[src/hw/rtl/bitmap_page_allocator_macros.svh]
// Assertion macros used by the allocator engine RTL.
`ifndef BITMAP_PAGE_ALLOCATOR_MACROS_SVH
`define BITMAP_PAGE_ALLOCATOR_MACROS_SVH
`ifndef ASSERT_OFF
`define BPA_ASSERT(label, clk, rst_n, prop, msg) \
    label: assert property (@(posedge clk) disable iff (!rst_n) (prop)) else $error(msg);
`define BPA_ASSERT_IMP(label, clk, rst_n, ante, cons, msg) \
    label: assert property (@(posedge clk) disable iff (!rst_n) (ante) |-> (cons)) \
        else $error(msg);
`else
`define BPA_ASSERT(label, clk, rst_n, prop, msg)
`define BPA_ASSERT_IMP(label, clk, rst_n, ante, cons, msg)
`endif
`endif

[src/hw/rtl/bpa_pkg.sv]
package bpa_pkg;

    localparam int NUM_PAGES_DEF  = 32768;
    localparam int PAGE_SHIFT_DEF = 12;

    // page numbers and inclusive range bounds, wide enough for 2^20 pages
    localparam int PAGE_W   = 21;
    localparam int ADDR_W   = 64;
    localparam int USABLE_W = 16;
    localparam int FIRST_W  = 15;
    localparam int COUNT_W  = 16;
    localparam int ACTION_W = 2;
    localparam int STATUS_W = 2;
    localparam int CFG_IDX_W = 1;

    localparam logic [ACTION_W-1:0] ACT_ALLOC = 2'd0;
    localparam logic [ACTION_W-1:0] ACT_FREE  = 2'd1;
    localparam logic [ACTION_W-1:0] ACT_MARK  = 2'd2;

    localparam logic [STATUS_W-1:0] STATUS_OK        = 2'd0;
    localparam logic [STATUS_W-1:0] STATUS_NONE_FREE = 2'd1;
    localparam logic [STATUS_W-1:0] STATUS_RANGE     = 2'd2;

    localparam logic [CFG_IDX_W-1:0] REG_DIRECT_MAP_OFFSET = 1'd0;
    localparam logic [CFG_IDX_W-1:0] REG_USABLE_PAGES      = 1'd1;

    typedef enum logic [1:0] {
        CMD_ALLOC,
        CMD_FREE,
        CMD_MARK,
        CMD_NOP
    } cmd_kind_t;

    typedef struct packed {
        cmd_kind_t             kind;
        logic [PAGE_W-1:0]     lo;
        logic [PAGE_W-1:0]     hi;
        logic [STATUS_W-1:0]   status;
    } cmd_t;

    typedef enum logic [2:0] {
        ST_CLEAR,
        ST_IDLE,
        ST_SCAN_RD,
        ST_SCAN_CHK,
        ST_RMW_RD,
        ST_RMW_WR
    } eng_state_t;

endpackage

[src/hw/rtl/bpa_front.sv]
module bpa_front #(
    parameter int NUM_PAGES  = bpa_pkg::NUM_PAGES_DEF,
    parameter int PAGE_SHIFT = bpa_pkg::PAGE_SHIFT_DEF
) (
    input  logic                          s_tvalid,
    output logic                          s_tready,
    input  logic [95:0]                   s_tdata,
    input  logic [bpa_pkg::ACTION_W-1:0]  s_tuser,
    input  logic [bpa_pkg::ADDR_W-1:0]    direct_map_offset,
    input  logic                          clearing,
    input  logic                          fifo_full,
    output logic                          push,
    output bpa_pkg::cmd_t                 cmd
);

    localparam logic [bpa_pkg::PAGE_W-1:0] NUM_P = bpa_pkg::PAGE_W'(NUM_PAGES);

    logic [bpa_pkg::ADDR_W-1:0]  diff;
    logic [bpa_pkg::ADDR_W-1:0]  free_page;
    logic [bpa_pkg::PAGE_W-1:0]  first;
    logic [bpa_pkg::PAGE_W-1:0]  count;
    logic [bpa_pkg::PAGE_W-1:0]  range_end;

    // take words only once the map is cleared and the queue has room
    assign s_tready = !clearing && !fifo_full;
    assign push     = s_tvalid && s_tready;

    // turn the direct-mapped address back into a page number
    assign diff      = s_tdata[63:0] - direct_map_offset;
    assign free_page = diff >> PAGE_SHIFT;
    assign first     = bpa_pkg::PAGE_W'(s_tdata[78:64]);
    assign count     = bpa_pkg::PAGE_W'(s_tdata[94:79]);
    assign range_end = first + count;

    // classify the word into a command for the back end
    always_comb
    begin
        cmd.kind   = bpa_pkg::CMD_NOP;
        cmd.lo     = '0;
        cmd.hi     = '0;
        cmd.status = bpa_pkg::STATUS_OK;
        unique case (s_tuser)
            bpa_pkg::ACT_ALLOC:
            begin
                cmd.kind = bpa_pkg::CMD_ALLOC;
            end
            bpa_pkg::ACT_FREE:
            begin
                if (free_page >= bpa_pkg::ADDR_W'(NUM_PAGES))
                begin
                    cmd.status = bpa_pkg::STATUS_RANGE;
                end
                else
                begin
                    cmd.kind = bpa_pkg::CMD_FREE;
                    cmd.lo   = bpa_pkg::PAGE_W'(free_page);
                    cmd.hi   = bpa_pkg::PAGE_W'(free_page);
                end
            end
            bpa_pkg::ACT_MARK:
            begin
                if (count != '0)
                begin
                    if (range_end > NUM_P)
                    begin
                        cmd.status = bpa_pkg::STATUS_RANGE;
                    end
                    if (first < NUM_P)
                    begin
                        cmd.kind = bpa_pkg::CMD_MARK;
                        cmd.lo   = first;
                        cmd.hi   = (range_end > NUM_P) ? NUM_P - 1'b1 : range_end - 1'b1;
                    end
                end
            end
            default:
            begin
                cmd.kind = bpa_pkg::CMD_NOP;
            end
        endcase
    end

endmodule

[config.mk]
export PLATFORM = sky130hd
export DESIGN_NAME = bpa_front
export DESIGN_NICKNAME = d
export VERILOG_FILES = /design/src/hw/rtl/bitmap_page_allocator_macros.svh /design/src/hw/rtl/bpa_pkg.sv /design/src/hw/rtl/bpa_front.sv
export SDC_FILE = /design/constraint.sdc
export NUM_CORES = 1
export LEC_CHECK = 0
export ABC_CLOCK_PERIOD_IN_PS = 4200
export BUFFER_PORTS_ARGS = -buffer_cell sky130_fd_sc_hd__clkbuf_2
export CELL_PAD_IN_SITES_DETAIL_PLACEMENT = 1
export CELL_PAD_IN_SITES_GLOBAL_PLACEMENT = 1
export CORE_UTILIZATION = 36
export DETAILED_ROUTE_END_ITERATION = 6
export GPL_TIMING_DRIVEN = 0
export PLACE_DENSITY_LB_ADDON = 0.1
export SYNTH_ARGS = -nofsm -noshare
export SYNTH_HDL_FRONTEND = slang
export SYNTH_SLANG_ARGS = --single-unit
[constraint.sdc]
create_clock -name vclk -period 4.2
set_input_delay 0 -clock vclk [all_inputs]
set_output_delay 0 -clock vclk [all_outputs]
set_load 0.1 [all_outputs]
======== Word-level counts from Yosys, hierarchy flattened ========
Cells that the tools add are included.
storage, ports and cells
  register bits ........................... 0
  input bits .............................. 165
  word-level logic and storage cells ...... 22
cells by class
  add/subtract/negate cells ............... 3
  $lt $le $gt $ge ......................... 3
  equal/unequal tests ..................... 2
  mux-type cells .......................... 8
  reductions and logical operators ........ 6
operator list
  kind                                                           number
  case mux 44 bit (2 select lines)                               1
  subtractor 64 bit                                              1
  >= comparator 52 x 16 -> 1 bit (second input constant)         1
  two-way mux 46 bit                                             1
  two-way mux 44 bit                                             1
  two-way mux 43 bit                                             1
  two-way mux 21 bit                                             1
  nonzero test 21 bit                                            1
  subtractor 17 x 1 -> 18 bit (second input constant)            1
  adder 15 x 16 -> 17 bit                                        1
  > comparator 17 x 16 -> 1 bit (second input constant)          1
  less-than comparator 15 x 16 -> 1 bit (second input constant)  1
  case mux 2 bit (3 select lines)                                1
  two-way mux 2 bit                                              2
  == test 2 x 1 -> 1 bit (second input constant)                 1
  == test 2 bit (second input constant)                          1
  logical AND 1 bit                                              2
  zero test 1 bit                                                2
  zero test 2 bit                                                1

======== Logic depth before layout (Yosys ltp) ========
Gate-level depths: netlist of run 1.
  depth in word-level cells ............... 6
  mapped depth ............................ 15
  gate-level depth less buffers ........... 13

======== Least setup slack after synthesis of run 1 ========
Ideal clock, no wire load.
  path type ............................... input to output
  start point ............................. input port s_tdata[64]
  end point ............................... output port cmd[18] (netlist name)
  arrival ................................. 4.742 ns
  setup slack ............................. -0.542 ns
  cell stages on the path ................. 12
  buffers on the path ..................... 0
  cells stage by stage .................... ha_1 fa_1 a211oi_1 o21ai_1 nand4_1 a311oi_1 nand3_1 nand2_1 xor2_1 or4b_1 or3_1 nor3b_1
RTL lines
  item         RTL line         source
  from (decl)  bpa_front.sv:7   input logic [95:0] s_tdata,
  to (decl)    bpa_front.sv:13  output bpa_pkg::cmd_t cmd

==> results.cfg, run 1 <==
[timing]
max_freq_mhz = 244
setup_viol = 0
finalCritPeriodShare_pct = 97.6
fin_ws_ps = 101
slew_violations = 0
max_slew_margin_pct = 40.5
rsz0062_at_grt = false
hold_viol = 0
period_minus_slack_ps = 4100
tightest_slew_ps = 881

[final_layout]
utilization_pct = 46.3
n_clock_buffer = 0
diodes = 0
multi_input_area_mm2 = 0.00587
fin_nets = 1458
n_fill_cell = 2374
register_area_um2 = 0
syn2layout_area_growth_pct = 23.7
drive_above_1_share_pct = 21.8
seq_cells = 0
final_cell_area_mm2 = 0.00779

[synth]
ys_seq_area_share_pct = 0
synth_top_area_share_pct = 16.1
avgSynthCellArea_um2 = 6.26
yosysUniqueCellTypes = 83
synth_area_leaders = ha_1, a21oi_1, nand2_1
syn_area_mm2 = 0.00629
yosys.area.top_type = ha_1
syn_inst = 1005
yosys_warnings = 0

[setup_path]
path_common_cell = o21ai_1
crit_arrival_ps = 4100
worst_setup_path_end_kind = output pin
crit_fanout = 10
critPathTopFamily = compound AO/OA/AOI/OAI gates
path_class = in -> out
cp_slowest_cell = a221oi_1
start_kind = input port
cp.required_ps = 4200
cp_num_buf_inv = 4
worstPathCellList = clkbuf_2 -> inv_1 -> ha_1 -> a21oi_1 -> o21ai_1 -> a221oi_1 -> o2111ai_1 -> a21oi_2 -> nor2_1 -> o311ai_0 -> nand3_1 -> nor4_4 -> nand4_2 -> buf_6 -> o21ai_1 -> clkbuf_4
critical-path-max-stage-delay_ps = 450

[detailed_routing]
met1_length_mm = 12.5
drc = 0
dr.pass1.iters = 5
via_per_inst = 5.92
initialDrtViolationCount = 435
wl_mm = 25.9
route.met2.wl_mm = 11.6
route.met3.wl_mm = 1.52
vias = 8465
top_layer = met4
detail-route-antenna-nets = 0
wl_per_cell_um = 18.1

[worst_hold_path]
hold_class = in -> out
whs_path_depth = 4
whs_endpoint = cmd[35]
min_from = s_tdata[76]

[grt]
grt_pass1_vias = 8241
track_usage_pct = 28.0
overflow = 0
grt_max_degree = 11
grt_pass1_wl_mm = 41.3
antenna_found_initial = 0

[run_status]
status = finished clean

[floorplanning]
die_y_um = 134
initial_core_util_pct = 37.4
core_area_mm2 = 0.0168
die_w_um = 134
top_level_ports = 213
fp-row-count = 47
dieArea_mm2 = 0.0180

[placed_design]
gp_congestion = 0.940
port_buffers = 205
post-dp-hpwl_mm = 22.5
post-place-ws_ps = -317
place_area_mm2 = 0.00763

[clock_tree]
cts_setup_buffers = 0
ctsHoldBuffers = 0

[run]
cap_violations = 0

[pwr]
leakage_nw = 3.63
vdd_drop_max_uv = 74.1
power-per-cell-area_mw_per_mm2 = 174
layer usage:
| layer | track usage (%) | vias up |
|---|---|---|
| met3 | 1.40 | 24 |
| met5 | 0 | - |
| met2 | 46.4 | 280 |
| li1 | - | 4144 |
| met4 | 4.81 | 0 |
| met1 | 40.2 | 4017 |
synth_stat cells, drive strengths merged (3+ instances only):
cell type  count
o311ai         3
nand2b         6
inv           89
and4           6
a21oi        116
and2           6
nor3b          5
o31a           3
mux2i          6
buf           16
nor3          24
o21bai        10
o31ai         10
o22ai          6
or3           15
a2111oi        6
a221oi         6
nand2        115
nor4b          4
clkbuf        24
nor2          71
xor2          24
nand4         34
o221ai         4
nand3         23
o2111ai        5
a211oi        14
nor2b          8
nor4          11
o21a          11
a311oi         3
or2            4
o211ai         9
ha            81
a31oi         16
xnor2         32
and3           9
a21boi         6
o21ai        108
a21o          22
layout by cell type, fill, tap and decap left out, types with 9 or more instances in the layout:
| master | n |
|---|---|
| a211oi_1 | 14 |
| a21o_1 | 22 |
| a21oi_1 | 111 |
| a31oi_1 | 14 |
| and3_1 | 9 |
| buf_4 | 15 |
| clkbuf_1 | 15 |
| clkbuf_2 | 177 |
| clkbuf_4 | 18 |
| ha_1 | 81 |
| inv_1 | 89 |
| nand2_1 | 114 |
| nand3_1 | 22 |
| nand4_1 | 33 |
| nor2_1 | 70 |
| nor3_1 | 21 |
| nor4_1 | 10 |
| o211ai_1 | 9 |
| o21a_1 | 11 |
| o21ai_0 | 57 |
| o21ai_1 | 45 |
| o21bai_1 | 10 |
| or3_1 | 15 |
| xnor2_1 | 32 |
| xor2_1 | 24 |
metrics by stage:
step	cells	power, mW	hold WS (ps)	TNS (ps)
6_report	1429	1.35	435	0
5_1_grt	1429	1.46	476	0
4_1_cts	1436	1.31	470	0
3_5_place_dp	1436	1.29	471	-7770
3_3_place_gp	1436	1.28	466	-6840
2_1_floorplan	1011	0.923	335	0
report_power, final:
group | leakage, nW | total [mW] | internal, mW | switching [mW]
Combinational | 3.63 | 1.35 | 0.445 | 0.906
Sequential | 0 | 0 | 0 | 0
Clock | 0 | 0 | 0 | 0
Total | 3.63 | 1.35 | 0.445 | 0.906
final cells by class:
cell class	count	share of cell area, %
plain buffers	33	2.35
well taps	220	3.53
multi-input cells	882	75.4
repair buffers	205	14.4
inverters	89	4.29
kinds of logic after synthesis:
kind of cell / synth area share [%]
xor gates and xnor gates: 7.79
muxes: 1.31
adders and majority gates: 16.4
and+or+nand+nor: 27.9
buffers and inverters: 8.59
other: 0.0596
AOI/OAI and AO/OA: 37.9
timing repair:
item | CTS | global route
setup endpoints to repair | 32 | 32
cloned | 0 | 0
gates resized for setup | 37 | 34
hold endpoints to repair | 0 | 0
tightest hold or removal path: stages:
cell and delay [ps]:
clkbuf_2 90, nand2_1 50, o21ai_1 60, buf_4 230
worst max path at each step:
| stage | cells past startpoint | startpoint | endpoint | slack (ps) |
|---|---|---|---|---|
| floorplan | 15 | direct_map_offset[17] | cmd[10] | 40 |
| global placement | 17 | direct_map_offset[22] | cmd[30] | -280 |
| detailed placement | 17 | direct_map_offset[22] | cmd[13] | -320 |
| CTS | 16 | direct_map_offset[9] | cmd[14] | 1 |
| global route | 17 | direct_map_offset[17] | cmd[14] | 4 |
| finish | 16 | direct_map_offset[28] | cmd[7] | 100 |
No activity file was read; power rests on OpenSTA's default activity.
==> run 2, diff against run 1 <==
--- a/config.mk
+++ b/config.mk
@@ -6,7 +6,7 @@
 export NUM_CORES = 1
 export LEC_CHECK = 0
 export ABC_CLOCK_PERIOD_IN_PS = 4200
-export BUFFER_PORTS_ARGS = -buffer_cell sky130_fd_sc_hd__clkbuf_2
+export BUFFER_PORTS_ARGS = -buffer_cell sky130_fd_sc_hd__buf_4
 export CELL_PAD_IN_SITES_DETAIL_PLACEMENT = 1
 export CELL_PAD_IN_SITES_GLOBAL_PLACEMENT = 1
 export CORE_UTILIZATION = 36
==> run 2 against run 1 <==
Compared with the run above: via count rose by 1.3%; cell count rose by 0.35%; design area rose by 5.6%; sequential share of layout area did not move; count of clock-buffer cells in the layout did not move; wire length barely moved; critical path type unchanged; largest cell class unchanged; highest routed layer unchanged.
==> results.cfg, run 2 (synthesis results as in run 1) <==
[grt]
antenna_found_initial = 1
grt_pass1_vias = 8211
grt_pass1_wl_mm = 41.4
grt_max_degree = 11
track_usage_pct = 28.0
overflow = 0

[detailed_routing]
route.met2.wl_mm = 11.6
via_per_inst = 5.98
drc = 0
detail-route-antenna-nets = 0
top_layer = met4
wl_mm = 25.9
route.met3.wl_mm = 1.75
met1_length_mm = 12.2
initialDrtViolationCount = 515
dr.pass1.iters = 5
vias = 8575
wl_per_cell_um = 18.1

[floorplanning]
die_y_um = 134
core_area_mm2 = 0.0168
dieArea_mm2 = 0.0180
initial_core_util_pct = 37.4
top_level_ports = 213
fp-row-count = 47
die_w_um = 134

[setup_path]
cp_slowest_cell = o2111ai_1
worstPathCellList = buf_4 -> ha_1 -> clkbuf_1 -> nand2_1 -> o21ai_1 -> a221oi_1 -> o2111ai_1 -> a21oi_2 -> or3_1 -> o221ai_1 -> o2111ai_2 -> nor4_4 -> nand4_2 -> buf_6 -> o21ai_1 -> buf_4
start_kind = input port
crit_arrival_ps = 4110
critical-path-max-stage-delay_ps = 400
worst_setup_path_end_kind = output pin
cp_num_buf_inv = 4
cp.required_ps = 4200
critPathTopFamily = compound AO/OA/AOI/OAI gates
path_class = in -> out
crit_fanout = 10

[final_layout]
final_common_cell = buf_4
fin_nets = 1462
multi_input_area_mm2 = 0.00586
syn2layout_area_growth_pct = 30.7
n_fill_cell = 2378
drive_above_1_share_pct = 21.6
n_clock_buffer = 0
seq_cells = 0
final_cells = 1434
layout_common_cells = buf_4, nand2_1, a21oi_1
register_area_um2 = 0

[run_status]
status = finished clean

[worst_hold_path]
whs_endpoint = s_tready
hold_class = in -> out
min_from = clearing
whs_path_depth = 3

[placed_design]
dpl.cell_count = 1436
port_buffers = 205
gp_congestion = 0.963
post-dp-hpwl_mm = 22.6

[timing]
tightest_slew_ps = 848
slew_violations = 0
max_slew_margin_pct = 42.8
hold_viol = 0
period_minus_slack_ps = 4110
setup_viol = 0
max_freq_mhz = 244
finalCritPeriodShare_pct = 97.8

[clock_tree]
cts_setup_buffers = 0
ctsHoldBuffers = 0

[run]
cap_violations = 0
run 2: changes by cell type in the layout (fill, tap and decap cells not counted), sizes merged:
cell    delta
diode      +1
buf      +195
clkbuf   -191
run 2: cell type report:
| cell class | count | share of cell area, % |
|---|---|---|
| tap | 220 | 3.35 |
| antenna | 1 | 0.0304 |
| timing repair buffer | 205 | 18.9 |
| inverter | 89 | 4.06 |
| multi-input combinational | 882 | 71.2 |
| buffer | 37 | 2.40 |
run 2: per-layer routing:
layer	GRT usage, %	vias to the layer above
li1	-	4133
met3	2.19	28
met5	0	-
met4	3.50	0
met2	47.4	361
met1	39.4	4053
run 2: worst max path at each step:
stage | startpoint | to | cells past startpoint
after floorplan | direct_map_offset[17] | cmd[10] | 15
after global placement | s_tdata[22] | cmd[15] | 16
after detailed placement | s_tdata[20] | cmd[6] | 16
after CTS | s_tdata[25] | cmd[6] | 16
after global routing | s_tdata[25] | cmd[13] | 16
final | s_tdata[25] | cmd[12] | 16
run 2: what timing repair did:
| item | CTS | global route |
|---|---|---|
| endpoints found under the hold margin | 0 | 0 |
| resized for setup | 1 | 28 |
| endpoints found under the setup margin | 9 | 32 |
run 2: metrics by stage:
stage | setup slack (ps) | instance area, um2 | TNS (ps) | hold WS (ps) | util [%]
2_1_floorplan | 43.5 | 6330 | 0 | 335 | -
3_3_place_gp | -31.5 | 8140 | -209 | 330 | 48.4
3_5_place_dp | -17.8 | 8140 | -48.8 | 336 | 48.4
4_1_cts | 20.3 | 8150 | 0 | 337 | 48.4
5_1_grt | -2.16 | 8220 | -2.16 | 353 | 48.9
6_report | 94.3 | 8230 | 0 | 336 | 48.9
