### src/hw/rtl/bitmap_page_allocator_macros.svh
// Assertion macros used by the allocator engine RTL.
`ifndef BITMAP_PAGE_ALLOCATOR_MACROS_SVH
`define BITMAP_PAGE_ALLOCATOR_MACROS_SVH
`ifndef ASSERT_OFF
`define BPA_ASSERT(label, clk, rst_n, prop, msg) \
    label: assert property (@(posedge clk) disable iff (!rst_n) (prop)) else $error(msg);
`define BPA_ASSERT_IMP(label, clk, rst_n, ante, cons, msg) \
    label: assert property (@(posedge clk) disable iff (!rst_n) (ante) |-> (cons)) \
        else $error(msg);
`else
`define BPA_ASSERT(label, clk, rst_n, prop, msg)
`define BPA_ASSERT_IMP(label, clk, rst_n, ante, cons, msg)
`endif
`endif

### src/hw/rtl/bpa_pkg.sv
package bpa_pkg;

    localparam int NUM_PAGES_DEF  = 32768;
    localparam int PAGE_SHIFT_DEF = 12;

    // page numbers and inclusive range bounds, wide enough for 2^20 pages
    localparam int PAGE_W   = 21;
    localparam int ADDR_W   = 64;
    localparam int USABLE_W = 16;
    localparam int FIRST_W  = 15;
    localparam int COUNT_W  = 16;
    localparam int ACTION_W = 2;
    localparam int STATUS_W = 2;
    localparam int CFG_IDX_W = 1;

    localparam logic [ACTION_W-1:0] ACT_ALLOC = 2'd0;
    localparam logic [ACTION_W-1:0] ACT_FREE  = 2'd1;
    localparam logic [ACTION_W-1:0] ACT_MARK  = 2'd2;

    localparam logic [STATUS_W-1:0] STATUS_OK        = 2'd0;
    localparam logic [STATUS_W-1:0] STATUS_NONE_FREE = 2'd1;
    localparam logic [STATUS_W-1:0] STATUS_RANGE     = 2'd2;

    localparam logic [CFG_IDX_W-1:0] REG_DIRECT_MAP_OFFSET = 1'd0;
    localparam logic [CFG_IDX_W-1:0] REG_USABLE_PAGES      = 1'd1;

    typedef enum logic [1:0] {
        CMD_ALLOC,
        CMD_FREE,
        CMD_MARK,
        CMD_NOP
    } cmd_kind_t;

    typedef struct packed {
        cmd_kind_t             kind;
        logic [PAGE_W-1:0]     lo;
        logic [PAGE_W-1:0]     hi;
        logic [STATUS_W-1:0]   status;
    } cmd_t;

    typedef enum logic [2:0] {
        ST_CLEAR,
        ST_IDLE,
        ST_SCAN_RD,
        ST_SCAN_CHK,
        ST_RMW_RD,
        ST_RMW_WR
    } eng_state_t;

endpackage

### src/hw/rtl/bpa_fifo.sv
module bpa_fifo (
    input  logic           clk,
    input  logic           rst_n,
    input  logic           push,
    input  bpa_pkg::cmd_t  push_cmd,
    input  logic           pop,
    output logic           full,
    output logic           not_empty,
    output bpa_pkg::cmd_t  head
);

    bpa_pkg::cmd_t  entry_reg [2];
    logic           wr_ptr_reg, wr_ptr_next;
    logic           rd_ptr_reg, rd_ptr_next;
    logic [1:0]     count_reg, count_next;

    assign full      = (count_reg == 2'd2);
    assign not_empty = (count_reg != 2'd0);
    assign head      = entry_reg[rd_ptr_reg];

    // advance pointers and occupancy
    always_comb
    begin
        wr_ptr_next = push ? !wr_ptr_reg : wr_ptr_reg;
        rd_ptr_next = pop ? !rd_ptr_reg : rd_ptr_reg;
        count_next  = count_reg + {1'b0, push} - {1'b0, pop};
    end

    always_ff @(posedge clk or negedge rst_n)
    begin
        if (!rst_n)
        begin
            wr_ptr_reg <= 1'b0;
            rd_ptr_reg <= 1'b0;
            count_reg  <= 2'd0;
        end
        else
        begin
            wr_ptr_reg <= wr_ptr_next;
            rd_ptr_reg <= rd_ptr_next;
            count_reg  <= count_next;
        end
    end

    // hold entries
    always_ff @(posedge clk)
    begin
        if (push)
        begin
            entry_reg[wr_ptr_reg] <= push_cmd;
        end
    end

endmodule

### config.mk
export PLATFORM = sky130hd
export DESIGN_NAME = bpa_fifo
export DESIGN_NICKNAME = d
export VERILOG_FILES = /design/src/hw/rtl/bitmap_page_allocator_macros.svh /design/src/hw/rtl/bpa_pkg.sv /design/src/hw/rtl/bpa_fifo.sv
export SDC_FILE = /design/constraint.sdc
export NUM_CORES = 1
export LEC_CHECK = 0
export BUFFER_PORTS_ARGS = -buffer_cell sky130_fd_sc_hd__buf_4
export CAP_MARGIN = 20
export CORE_ASPECT_RATIO = 1.4
export CORE_MARGIN = 5
export CORE_UTILIZATION = 25
export CTS_BUF_LIST = sky130_fd_sc_hd__clkbuf_2 sky130_fd_sc_hd__clkbuf_4 sky130_fd_sc_hd__clkbuf_8
export DETAILED_ROUTE_END_ITERATION = 6
export PLACE_DENSITY_LB_ADDON = 0.12
export SKIP_CTS_REPAIR_TIMING = 1
export SYNTH_ARGS = -nofsm -noshare
export SYNTH_HDL_FRONTEND = slang
export SYNTH_SLANG_ARGS = --single-unit
### constraint.sdc
create_clock -name clk -period 4.87 [get_ports clk]
set_input_delay 0.7305 -clock clk [delete_from_list [all_inputs] [get_ports clk]]
set_output_delay 0.7305 -clock clk [all_outputs]
set_load 0.05 [all_outputs]
-- Word-level counts from Yosys, hierarchy flattened
Memory sizes are Yosys's and may differ from the RTL's.
Cells that the tools add are included.
- add/subtract/negate cells: 2
- equality and inequality tests: 1
- mux-type cells: 2
- reductions and logical operators: 3
- operators by type and width (operator ; count):
    2-bit by 1-bit adder with 2-bit output ; 1
    2-bit == test (second input constant) ; 1
    1-bit logical NOT ; 2
    1-bit two-way mux ; 2
    2-bit nonzero test ; 1
    2-bit by 1-bit subtractor with 2-bit output ; 1
- register bits: 4
- memory bits (writable): 92
- memories kept: 1
- memories (name ; depth ; bits a word ; rd ports ; clocked after Yosys merged registers in ; write ports ; line ; source):
    entry_reg ; 2 ; 46 ; 1 ; 0 ; 1 ; bpa_fifo.sv:12 ; bpa_pkg::cmd_t entry_reg [2];

-- Depth between registers and ports, before layout
Gate-level depths: netlist of the first run.
- depth after elaboration: 2
- depth in mapped cells: 5
- depth with buffers taken out: 5

-- Least setup slack after synthesis of the first run
OpenSTA, ideal clock, no wires.
- kind: input to register
- from: input push
- to: memory entry_reg[0][0] in the netlist's numbering, enable pin
- data arrival time: 2.776 ns
- path slack: 1.639 ns
- stages: 1
- buffers on the path: 0
- cells stage by stage: nor2b_1
- word-level cells in the longest chain between the ends: 2
- ends and longest elaborated chain (item ; line ; source):
    start: declaration ; bpa_fifo.sv:4 ; input logic push,
    1-bit two-way mux ; bpa_fifo.sv:48 ; if (push)
    1-bit two-way mux (implied by the code) ; bpa_fifo.sv:50 ; entry_reg[wr_ptr_reg] <= push_cmd;
    end: declaration ; bpa_fifo.sv:12 ;
No other way between the ends.

==> results.json, run 1 <==
{
  "status": "complete, no violations",
  "core_area_um2": 14400,
  "ir_drop_mv": 0.314,
  "synth_top_cell_by_area": "edfxtp_1",
  "regToRegEndpoint": "entry_reg[0][11]",
  "yosysTopAreaCellShare_pct": 75.9,
  "overflow": 0,
  "ys.flop_type": "edfxtp_1",
  "die_h_um": 153,
  "ys_async_sr_fraction_pct": 4.17,
  "start_util_pct": 25.3,
  "p_leak_nw": 1.86,
  "final_area_um2": 4780,
  "setup.worst_path.end_class": "output pin",
  "worstMarginPinSlew_ns": 0.877,
  "layout_min_cycle_time_ns": 3.05,
  "power_frac_comb_pct": 44.9,
  "yosys_warnings": 0,
  "worstPathCellList": "buf_4 > mux2_4 > buf_4",
  "crit_top_cell": "buf_4",
  "place_area_um2": 4590,
  "die_w_um": 112,
  "wl_per_cell_um": 15.5,
  "dp_cells": 442,
  "clk_latency_ns": 0.35,
  "drc": 0,
  "slew_headroom_pct": 41.5,
  "p_int_mw": 1.86,
  "fmax_mhz": 327,
  "syn-cell-area_um2": 3640,
  "avgSynthCellArea_um2": 23.1,
  "drt-total-wl_um": 7110,
  "netlist_top_cells_area": "edfxtp_1 (76%), mux2_4 (12%), mux2_2 (4.9%)",
  "drt-pass1-iter-count": 4,
  "critPathMaxFanout": 30,
  "die-area_um2": 17100,
  "reg2reg_depth": 2,
  "io_pins": 98,
  "synth_seq_cells": 96,
  "cts_root_buf": "clkbuf_8",
  "synthCells": 158,
  "fin_setup_tns_ns": 0,
  "yosysSeqAreaShare_pct": 78.6,
  "grt_max_degree": 31,
  "synth_cell_types": 13,
  "gp_congestion": 0.629,
  "swShare_pct": 40.1,
  "yosys-top-cells-count": "edfxtp_1 (92), mux2_4 (30), mux2_2 (16)",
  "antenna_found_initial": 0,
  "drtIter0Drc": 52,
  "r2r-start": "wr_ptr_reg",
  "nets": 316,
  "clk_path_buf_depth": 2,
  "cpPeakStageDelay_ns": 0.95,
  "grt_pass1_wl_um": 10700,
  "regToRegSetupSlack_ns": 3.03,
  "critPathLaunchType": "flop",
  "numPortBuffers": 97,
  "ant_nets": 0,
  "finalHoldViolations": 0,
  "skew_ns": 0.00693,
  "finalSetupViolations": 0,
  "power.switching_mw": 1.24,
  "nFillCells": 1401,
  "tritoncts": "yes",
  "syn-num-nets": 210,
  "synth-edff-count": 92,
  "pwr-share-seq_pct": 38.6,
  "worstSetupPathType": "flop to output pin",
  "via_count": 1751,
  "viasPerCell": 3.82,
  "largest_reg_flops": 92,
  "synth_most_common_cell": "edfxtp_1",
  "rsz0062_at_grt": "no",
  "synthToLayoutAreaGrowth_pct": 31.4,
  "cap_viol_max_count": 0,
  "worstPathRequired_ns": 4.14,
  "fin_crit_sh_pct": 62.7,
  "hp-class": "input pin to asynchronous set/reset pin",
  "crit_slowest_cell": "dfrtp_2",
  "drv_slew": 0,
  "arrival_ns": 2.32,
  "p_clk_share_pct": 16.5,
  "htree_num_levels": 3,
  "grt_pass1_vias": 1911,
  "numCtsBuffers": 9,
  "clk_pin_slew_ns": 0.09,
  "drive_gt1_share_pct": 61.7,
  "clock_sinks": 96,
  "power_density_nw_per_um2": 649,
  "grt_usage_pct": 8.33,
  "stdcell_count": 458,
  "antenna_cells": 0,
  "placementRows": 52
}
## cells by family (layout without fill, tap and decap cells)
group / Yosys count / count (layout) / share of synthesized area [%]
mux: 46 / 46 / 17.3
flops: 96 / 96 / 78.6
buf+inv: 7 / 118 / 1.58
simple gates: 4 / 4 / 0.687
fa+ha+maj: 2 / 2 / 0.687
xor+xnor: 3 / 3 / 1.13
## through the flow
| stage | util, % | setup slack [ns] | hold WS, ns | total power, mW |
|---|---|---|---|---|
| after global placement | 31.9 | 2.13 | 0.522 | 2.64 |
| after global routing | 33.3 | 1.67 | 0.120 | 3.26 |
| after detailed placement | 31.9 | 2.13 | 0.532 | 2.65 |
| final | 33.3 | 1.82 | 0.159 | 3.11 |
| after floorplan | - | 1.64 | 0.435 | 2.27 |
| after CTS | 33.3 | 1.73 | 0.123 | 3.17 |
## worst max-delay path: cells and delay by family (launching register included)
kind | cells | cell delay [ns]
buffers and inverters | 2 | 0.67
flip-flops | 1 | 0.95
multiplexers | 1 | 0.34
## metal layers
metal	global-route usage, %	vias to the layer above	wire, um
met5	0	-	0
met4	3.61	0	106
met2	15.3	52	3990
met1	8.54	868	2650
met3	2.73	5	370
li1	-	826	-
## power by group through the flow
stage	registers [mW]	logic, mW	clock network (mW)
2_1_floorplan	1.16	1.11	0
3_3_place_gp	1.22	1.42	0
3_5_place_dp	1.23	1.42	0
4_1_cts	1.21	1.43	0.540
5_1_grt	1.22	1.46	0.577
6_report	1.20	1.39	0.512
## final cells by class
| type | count | area [um^2] | area share, % |
|---|---|---|---|
| inverter | 2 | 7.51 | 0.157 |
| multi-input combinational | 55 | 731 | 15.3 |
| timing repair buffer | 100 | 751 | 15.7 |
| tap | 189 | 236 | 4.94 |
| clock inverter | 5 | 56.3 | 1.18 |
| clock buffer | 11 | 139 | 2.90 |
| sequential | 96 | 2860 | 59.9 |
## worst max path at each step
stage                    start         endpoint  slack, ns
floorplan                 push  entry_reg[0][0]       1.64
global placement    rd_ptr_reg         head[21]       2.13
detailed placement  rd_ptr_reg         head[21]       2.13
CTS                 rd_ptr_reg         head[21]       1.73
global route        rd_ptr_reg         head[21]       1.67
finish              rd_ptr_reg         head[21]       1.82
## cells in the final DEF, fill, tap and decap left out
| master | n |
|---|---|
| buf_4 | 100 |
| edfxtp_1 | 92 |
| mux2_4 | 30 |
| mux2_2 | 16 |
| clkbuf_8 | 9 |
| dfrtp_1 | 3 |
| inv_1 | 2 |
| xor2_1 | 2 |
| ha_1 | 2 |
| clkbuf_4 | 2 |
| clkinv_2 | 2 |
| xor3_1 | 1 |
| nor2b_4 | 1 |
| or2_2 | 1 |
| nor2b_1 | 1 |
| and2_2 | 1 |
| inv_6 | 1 |
| bufinv_16 | 1 |
| clkinvlp_4 | 1 |
| dfrtp_2 | 1 |
Power figures use the tool's default switching activity.
==> inputs of run 2 (changes only) <==
==> constraint.sdc (replaced) <==
create_clock -name clk -period 3.2 [get_ports clk]
set_input_delay 0.48 -clock clk [delete_from_list [all_inputs] [get_ports clk]]
set_output_delay 0.48 -clock clk [all_outputs]
set_load 0.05 [all_outputs]
==> results.json, run 2 (synthesis gave the netlist of run 1 again) <==
{
  "power_density_nw_per_um2": 987,
  "die_h_um": 153,
  "clk_latency_ns": 0.35,
  "antenna_found_initial": 0,
  "drive_gt1_share_pct": 61.3,
  "io_pins": 98,
  "nFillCells": 1390,
  "viasPerCell": 3.85,
  "hp-class": "input pin to flop",
  "fin_setup_tns_ns": 0,
  "grt_pass1_wl_um": 10600,
  "worstMarginPinSlew_ns": 0.624,
  "critPathLaunchType": "flop",
  "worstPathRequired_ns": 2.72,
  "p_leak_nw": 1.89,
  "layout_common_cells": "buf_4 (98), edfxtp_1 (92), mux2_4 (30)",
  "worstSetupPathType": "flop to output pin",
  "die-area_um2": 17100,
  "ir_drop_mv": 0.383,
  "htree_num_levels": 3,
  "ant_nets": 0,
  "hold_path_depth": 1,
  "grt_max_degree": 30,
  "drtIter0Drc": 49,
  "fmax_mhz": 414,
  "drv_slew": 0,
  "final_util_pct": 33.7,
  "grt_usage_pct": 8.28,
  "critPathMaxFanout": 19,
  "place_area_um2": 4630,
  "reg2reg_depth": 2,
  "clk_pin_slew_ns": 0.10,
  "wl_per_cell_um": 15.4,
  "hold_ws_ns": 0.305,
  "place_hpwl_um": 5010,
  "setup.worst_path.end_class": "output pin",
  "grt_pass1_vias": 1934,
  "nets": 318,
  "arrival_ns": 1.93,
  "drc": 0,
  "layout_min_cycle_time_ns": 2.41,
  "antenna_cells": 0,
  "largest_reg_flops": 92,
  "synthToLayoutAreaGrowth_pct": 33.2,
  "gp_congestion": 0.671,
  "placementRows": 52,
  "skew_ns": 0.0146,
  "tritoncts": "yes",
  "core_area_um2": 14400,
  "drt-total-wl_um": 7100,
  "die_w_um": 112,
  "fin_crit_sh_pct": 75.4,
  "slew_headroom_pct": 58.3,
  "overflow": 0,
  "clock_sinks": 96,
  "numPortBuffers": 97,
  "cap_viol_max_count": 0,
  "via_count": 1771,
  "rsz0062_at_grt": "no",
  "final_common_cell": "buf_4",
  "clk_path_buf_depth": 2,
  "numCtsBuffers": 9,
  "drt-pass1-iter-count": 4,
  "cts_root_buf": "clkbuf_8",
  "finalSetupViolations": 0,
  "status": "complete, no violations",
  "final_area_um2": 4850,
  "finalHoldViolations": 0,
  "start_util_pct": 25.3
}
==> run 2: changes by cell type in the layout (fill, tap and decap cells not counted), sizes merged <==
cell	delta
dlygate4sd3	+1
clkinv	+1
inv	-1
buf	+1
==> run 2: where the power goes <==
group	internal, mW	total (mW)	switching (mW)
Clock	0.402	0.804	0.402
Combinational	0.824	2.20	1.37
Sequential	1.67	1.79	0.121
==> run 2: critical path, cell delays in order, from the launching register on <==
cell and delay, ns:
dfrtp_2 0.70, buf_4 0.35, mux2_4 0.33, buf_4 0.19
==> run 2: path summary, 6_finish.rpt <==
| path | startpoint | endpoint | slack, ns |
|---|---|---|---|
| min in group asynchronous | rst_n | wr_ptr_reg | 0.46 |
| hold / removal | push_cmd[2] | entry_reg[0][2] | 0.30 |
| max in group asynchronous | rst_n | rd_ptr_reg | 2.61 |
| setup / recovery | rd_ptr_reg | head[12] | 0.79 |
| hold reg to reg | wr_ptr_reg | wr_ptr_reg | 0.54 |
| setup reg to reg | wr_ptr_reg | entry_reg[0][0] | 1.62 |
==> run 2: through the flow <==
step | setup slack (ns) | total power, mW | std cells
2_1_floorplan | 0.219 | 3.45 | 158
3_3_place_gp | 1.14 | 4.06 | 443
3_5_place_dp | 1.13 | 4.07 | 443
4_1_cts | 0.707 | 4.90 | 459
5_1_grt | 0.659 | 5.02 | 460
6_report | 0.786 | 4.79 | 460
==> run 2: layout make-up <==
cell class	count	area (um^2)	share of cell area, %
inverters	2	7.51	0.155
clock inverters	5	55.1	1.13
well taps	189	236	4.87
multi-input cells	55	731	15.1
clock buffers	11	151	3.12
repair buffers	102	806	16.6
flip-flops and latches	96	2860	59.0
==> run 2: routing by layer <==
metal	vias up	GRT usage [%]	routed length, um
met5	-	0	0
met1	886	8.31	2500
li1	828	-	-
met2	49	15.1	4010
met3	8	3.16	478
met4	0	3.61	107
==> inputs of run 3 (changes only) <==
--- a/config.mk
+++ b/config.mk
@@ -5,6 +5,7 @@
 export SDC_FILE = /design/constraint.sdc
 export NUM_CORES = 1
 export LEC_CHECK = 0
+export ABC_AREA = 1
 export BUFFER_PORTS_ARGS = -buffer_cell sky130_fd_sc_hd__buf_4
 export CAP_MARGIN = 20
 export CORE_ASPECT_RATIO = 1.4
==> constraint.sdc (replaced) <==
create_clock -name clk -period 2.5 [get_ports clk]
set_input_delay 0.375 -clock clk [delete_from_list [all_inputs] [get_ports clk]]
set_output_delay 0.375 -clock clk [all_outputs]
set_load 0.05 [all_outputs]
==> results.json, run 3 <==
{
  "p_clk_share_pct": 17.3,
  "synthCells": 265,
  "yosysSeqAreaShare_pct": 78.7,
  "regToRegEndpoint": "entry_reg[1][33]",
  "placementRows": 52,
  "avgSynthCellArea_um2": 13.7,
  "synth_top_cell_by_area": "edfxtp_1",
  "drc": 0,
  "die-area_um2": 17100,
  "grt_pass1_wl_um": 11800,
  "min_to": "entry_reg[1][7]",
  "final_common_cell": "buf_4",
  "wl_per_cell_um": 13.3,
  "cp_top_family": "flip-flops",
  "drv_slew": 0,
  "top_layer": "met4",
  "drive_gt1_share_pct": 31.9,
  "antenna_found_initial": 0,
  "regToRegSetupSlack_ns": 1.09,
  "numPortBuffers": 97,
  "met1_length_um": 2800,
  "yosys-top-cells-count": "edfxtp_1 (92), inv_1 (53), nand2_1 (53)",
  "overflow": 0,
  "ant_nets": 0,
  "fin_crit_sh_pct": 88.4,
  "start_util_pct": 25.3,
  "worstMarginPinSlew_ns": 0.590,
  "grt_pass1_vias": 2244,
  "power_density_nw_per_um2": 1320,
  "ys.flop_type": "edfxtp_1",
  "dp_cells": 545,
  "grt_max_degree": 47,
  "finalSetupViolations": 0,
  "swShare_pct": 44.6,
  "core_area_um2": 14400,
  "io_pins": 98,
  "drt-pass1-iter-count": 4,
  "hp-class": "input pin to flop",
  "syn-num-nets": 317,
  "numCtsBuffers": 9,
  "cpPeakStageDelay_ns": 0.75,
  "tritoncts": "yes",
  "grt_usage_pct": 9.08,
  "gp_congestion": 0.712,
  "final_util_pct": 33.5,
  "fin_setup_tns_ns": 0,
  "nFillCells": 1416,
  "finalPower_mw": 6.34,
  "crit_top_cell": "buf_4",
  "yosys_warnings": 0,
  "layout_min_cycle_time_ns": 2.21,
  "synth_cell_types": 13,
  "synth_most_common_cell": "edfxtp_1",
  "die_w_um": 112,
  "critPathBufInv": 2,
  "power.switching_mw": 2.83,
  "ir_drop_mv": 0.548,
  "clk_path_buf_depth": 2,
  "antenna_cells": 0,
  "viasPerCell": 3.84,
  "ys_async_sr_fraction_pct": 4.17,
  "die_h_um": 153,
  "clock_sinks": 96,
  "finalHoldViolations": 0,
  "via_count": 2160,
  "yosysTopAreaCellShare_pct": 76.0,
  "r2r-start": "wr_ptr_reg",
  "hold_path_depth": 1,
  "worstPathRequired_ns": 2.12,
  "syn-cell-area_um2": 3640,
  "synth_seq_cells": 96,
  "place_hpwl_um": 4960,
  "htree_num_levels": 3,
  "cts_root_buf": "clkbuf_8",
  "critPathLaunchType": "flop",
  "power_frac_comb_pct": 46.7,
  "synth-edff-count": 92,
  "largest_reg_flops": 92,
  "slew_headroom_pct": 60.7,
  "wl_met3_um": 449,
  "hold_ws_ns": 0.196,
  "layout_common_cells": "buf_4 (98), edfxtp_1 (92), nand2_1 (53)",
  "reg2reg_depth": 3,
  "drtIter0Drc": 72,
  "rsz0062_at_grt": "no",
  "nets": 420,
  "pwr-share-seq_pct": 36.1,
  "worstSetupPathType": "flop to output pin",
  "status": "complete, no violations",
  "setup.worst_path.end_class": "output pin",
  "fmax_mhz": 452,
  "worstHoldStart": "push_cmd[7]",
  "multi_input_area_um2": 492,
  "arrival_ns": 1.84,
  "drt-total-wl_um": 7500,
  "p_int_mw": 3.51,
  "stdcell_count": 562,
  "clk_latency_ns": 0.35,
  "synthToLayoutAreaGrowth_pct": 32.3,
  "wl_met2_um": 4110,
  "register_area_um2": 2860,
  "cap_viol_max_count": 0,
  "critPathMaxFanout": 34,
  "p_leak_nw": 2.02,
  "cp.depth": 4,
  "worstPathCellList": "buf_4 > nand2_1 > o21ai_1 > buf_4",
  "netlist_top_cells_area": "edfxtp_1 (76%), inv_1 (5.5%), nand2_1 (5.5%)",
  "clk_pin_slew_ns": 0.09,
  "skew_ns": 0.00575,
  "crit_slowest_cell": "dfrtp_2"
}
==> run 3: cell types whose count changed after synthesis, sizes merged <==
cell    delta
inv       +51
buf        +3
nand2     +53
clkbuf     +2
mux2      -46
nand3      +1
or2        -1
nor2b      -2
xor3       -1
and2       -1
o21ai     +46
nor2       +2
==> run 3: worst reg2reg max path, stage by stage (launching register included) <==
cell	delay, ns
dfrtp_1	0.43
nand2_1	0.09
inv_2	0.30
buf_12	0.28
==> run 3: logic make-up (layout without fill, tap and decap cells) <==
group | after synthesis | count (layout) | share of synthesized area (%)
adder cells (fa/ha/maj) | 2 | 2 | 0.688
AO/OA/AOI/OAI | 46 | 46 | 6.33
AND/OR/NAND/NOR | 56 | 56 | 5.82
XOR/XNOR | 2 | 2 | 0.482
buffers and inverters | 63 | 171 | 7.95
flip-flops | 96 | 96 | 78.7
==> run 3: layout make-up <==
class,instances,area share (%)
inverter,53,4.14
sequential,96,59.5
clock inverter,6,1.72
timing repair buffer,102,16.7
tap,189,4.92
multi-input combinational,106,10.2
clock buffer,10,2.73
==> run 3: metrics by stage <==
stage               instance area (um^2)  worst slack [ns]
detailed placement                  4590             0.594
finish                              4810             0.290
floorplan                           3640             0.461
global placement                    4590             0.612
global route                        4810            0.0922
CTS                                 4800             0.182
==> run 3: routing by layer <==
| metal | vias to the layer above | GRT usage [%] |
|---|---|---|
| met3 | 7 | 2.98 |
| met4 | 0 | 4.70 |
| li1 | 1085 | - |
| met2 | 48 | 16.2 |
| met1 | 1020 | 9.41 |
| met5 | - | 0 |
==> run 3: power groups by stage <==
stage / registers, mW / clock network [mW] / logic [mW]
global route: 2.33 / 1.21 / 3.17
global placement: 2.33 / 0 / 3.01
finish: 2.29 / 1.10 / 2.96
CTS: 2.30 / 1.15 / 3.03
detailed placement: 2.33 / 0 / 3.03
floorplan: 2.25 / 0 / 2.18
==> run 3: worst max path at each step <==
| stage | from | end | slack [ns] |
|---|---|---|---|
| floorplan | rd_ptr_reg | head[10] | 0.46 |
| global placement | rd_ptr_reg | head[13] | 0.61 |
| CTS | rd_ptr_reg | head[13] | 0.18 |
| global route | rd_ptr_reg | head[28] | 0.09 |
| detailed placement | rd_ptr_reg | head[13] | 0.59 |
| finish | rd_ptr_reg | head[41] | 0.29 |
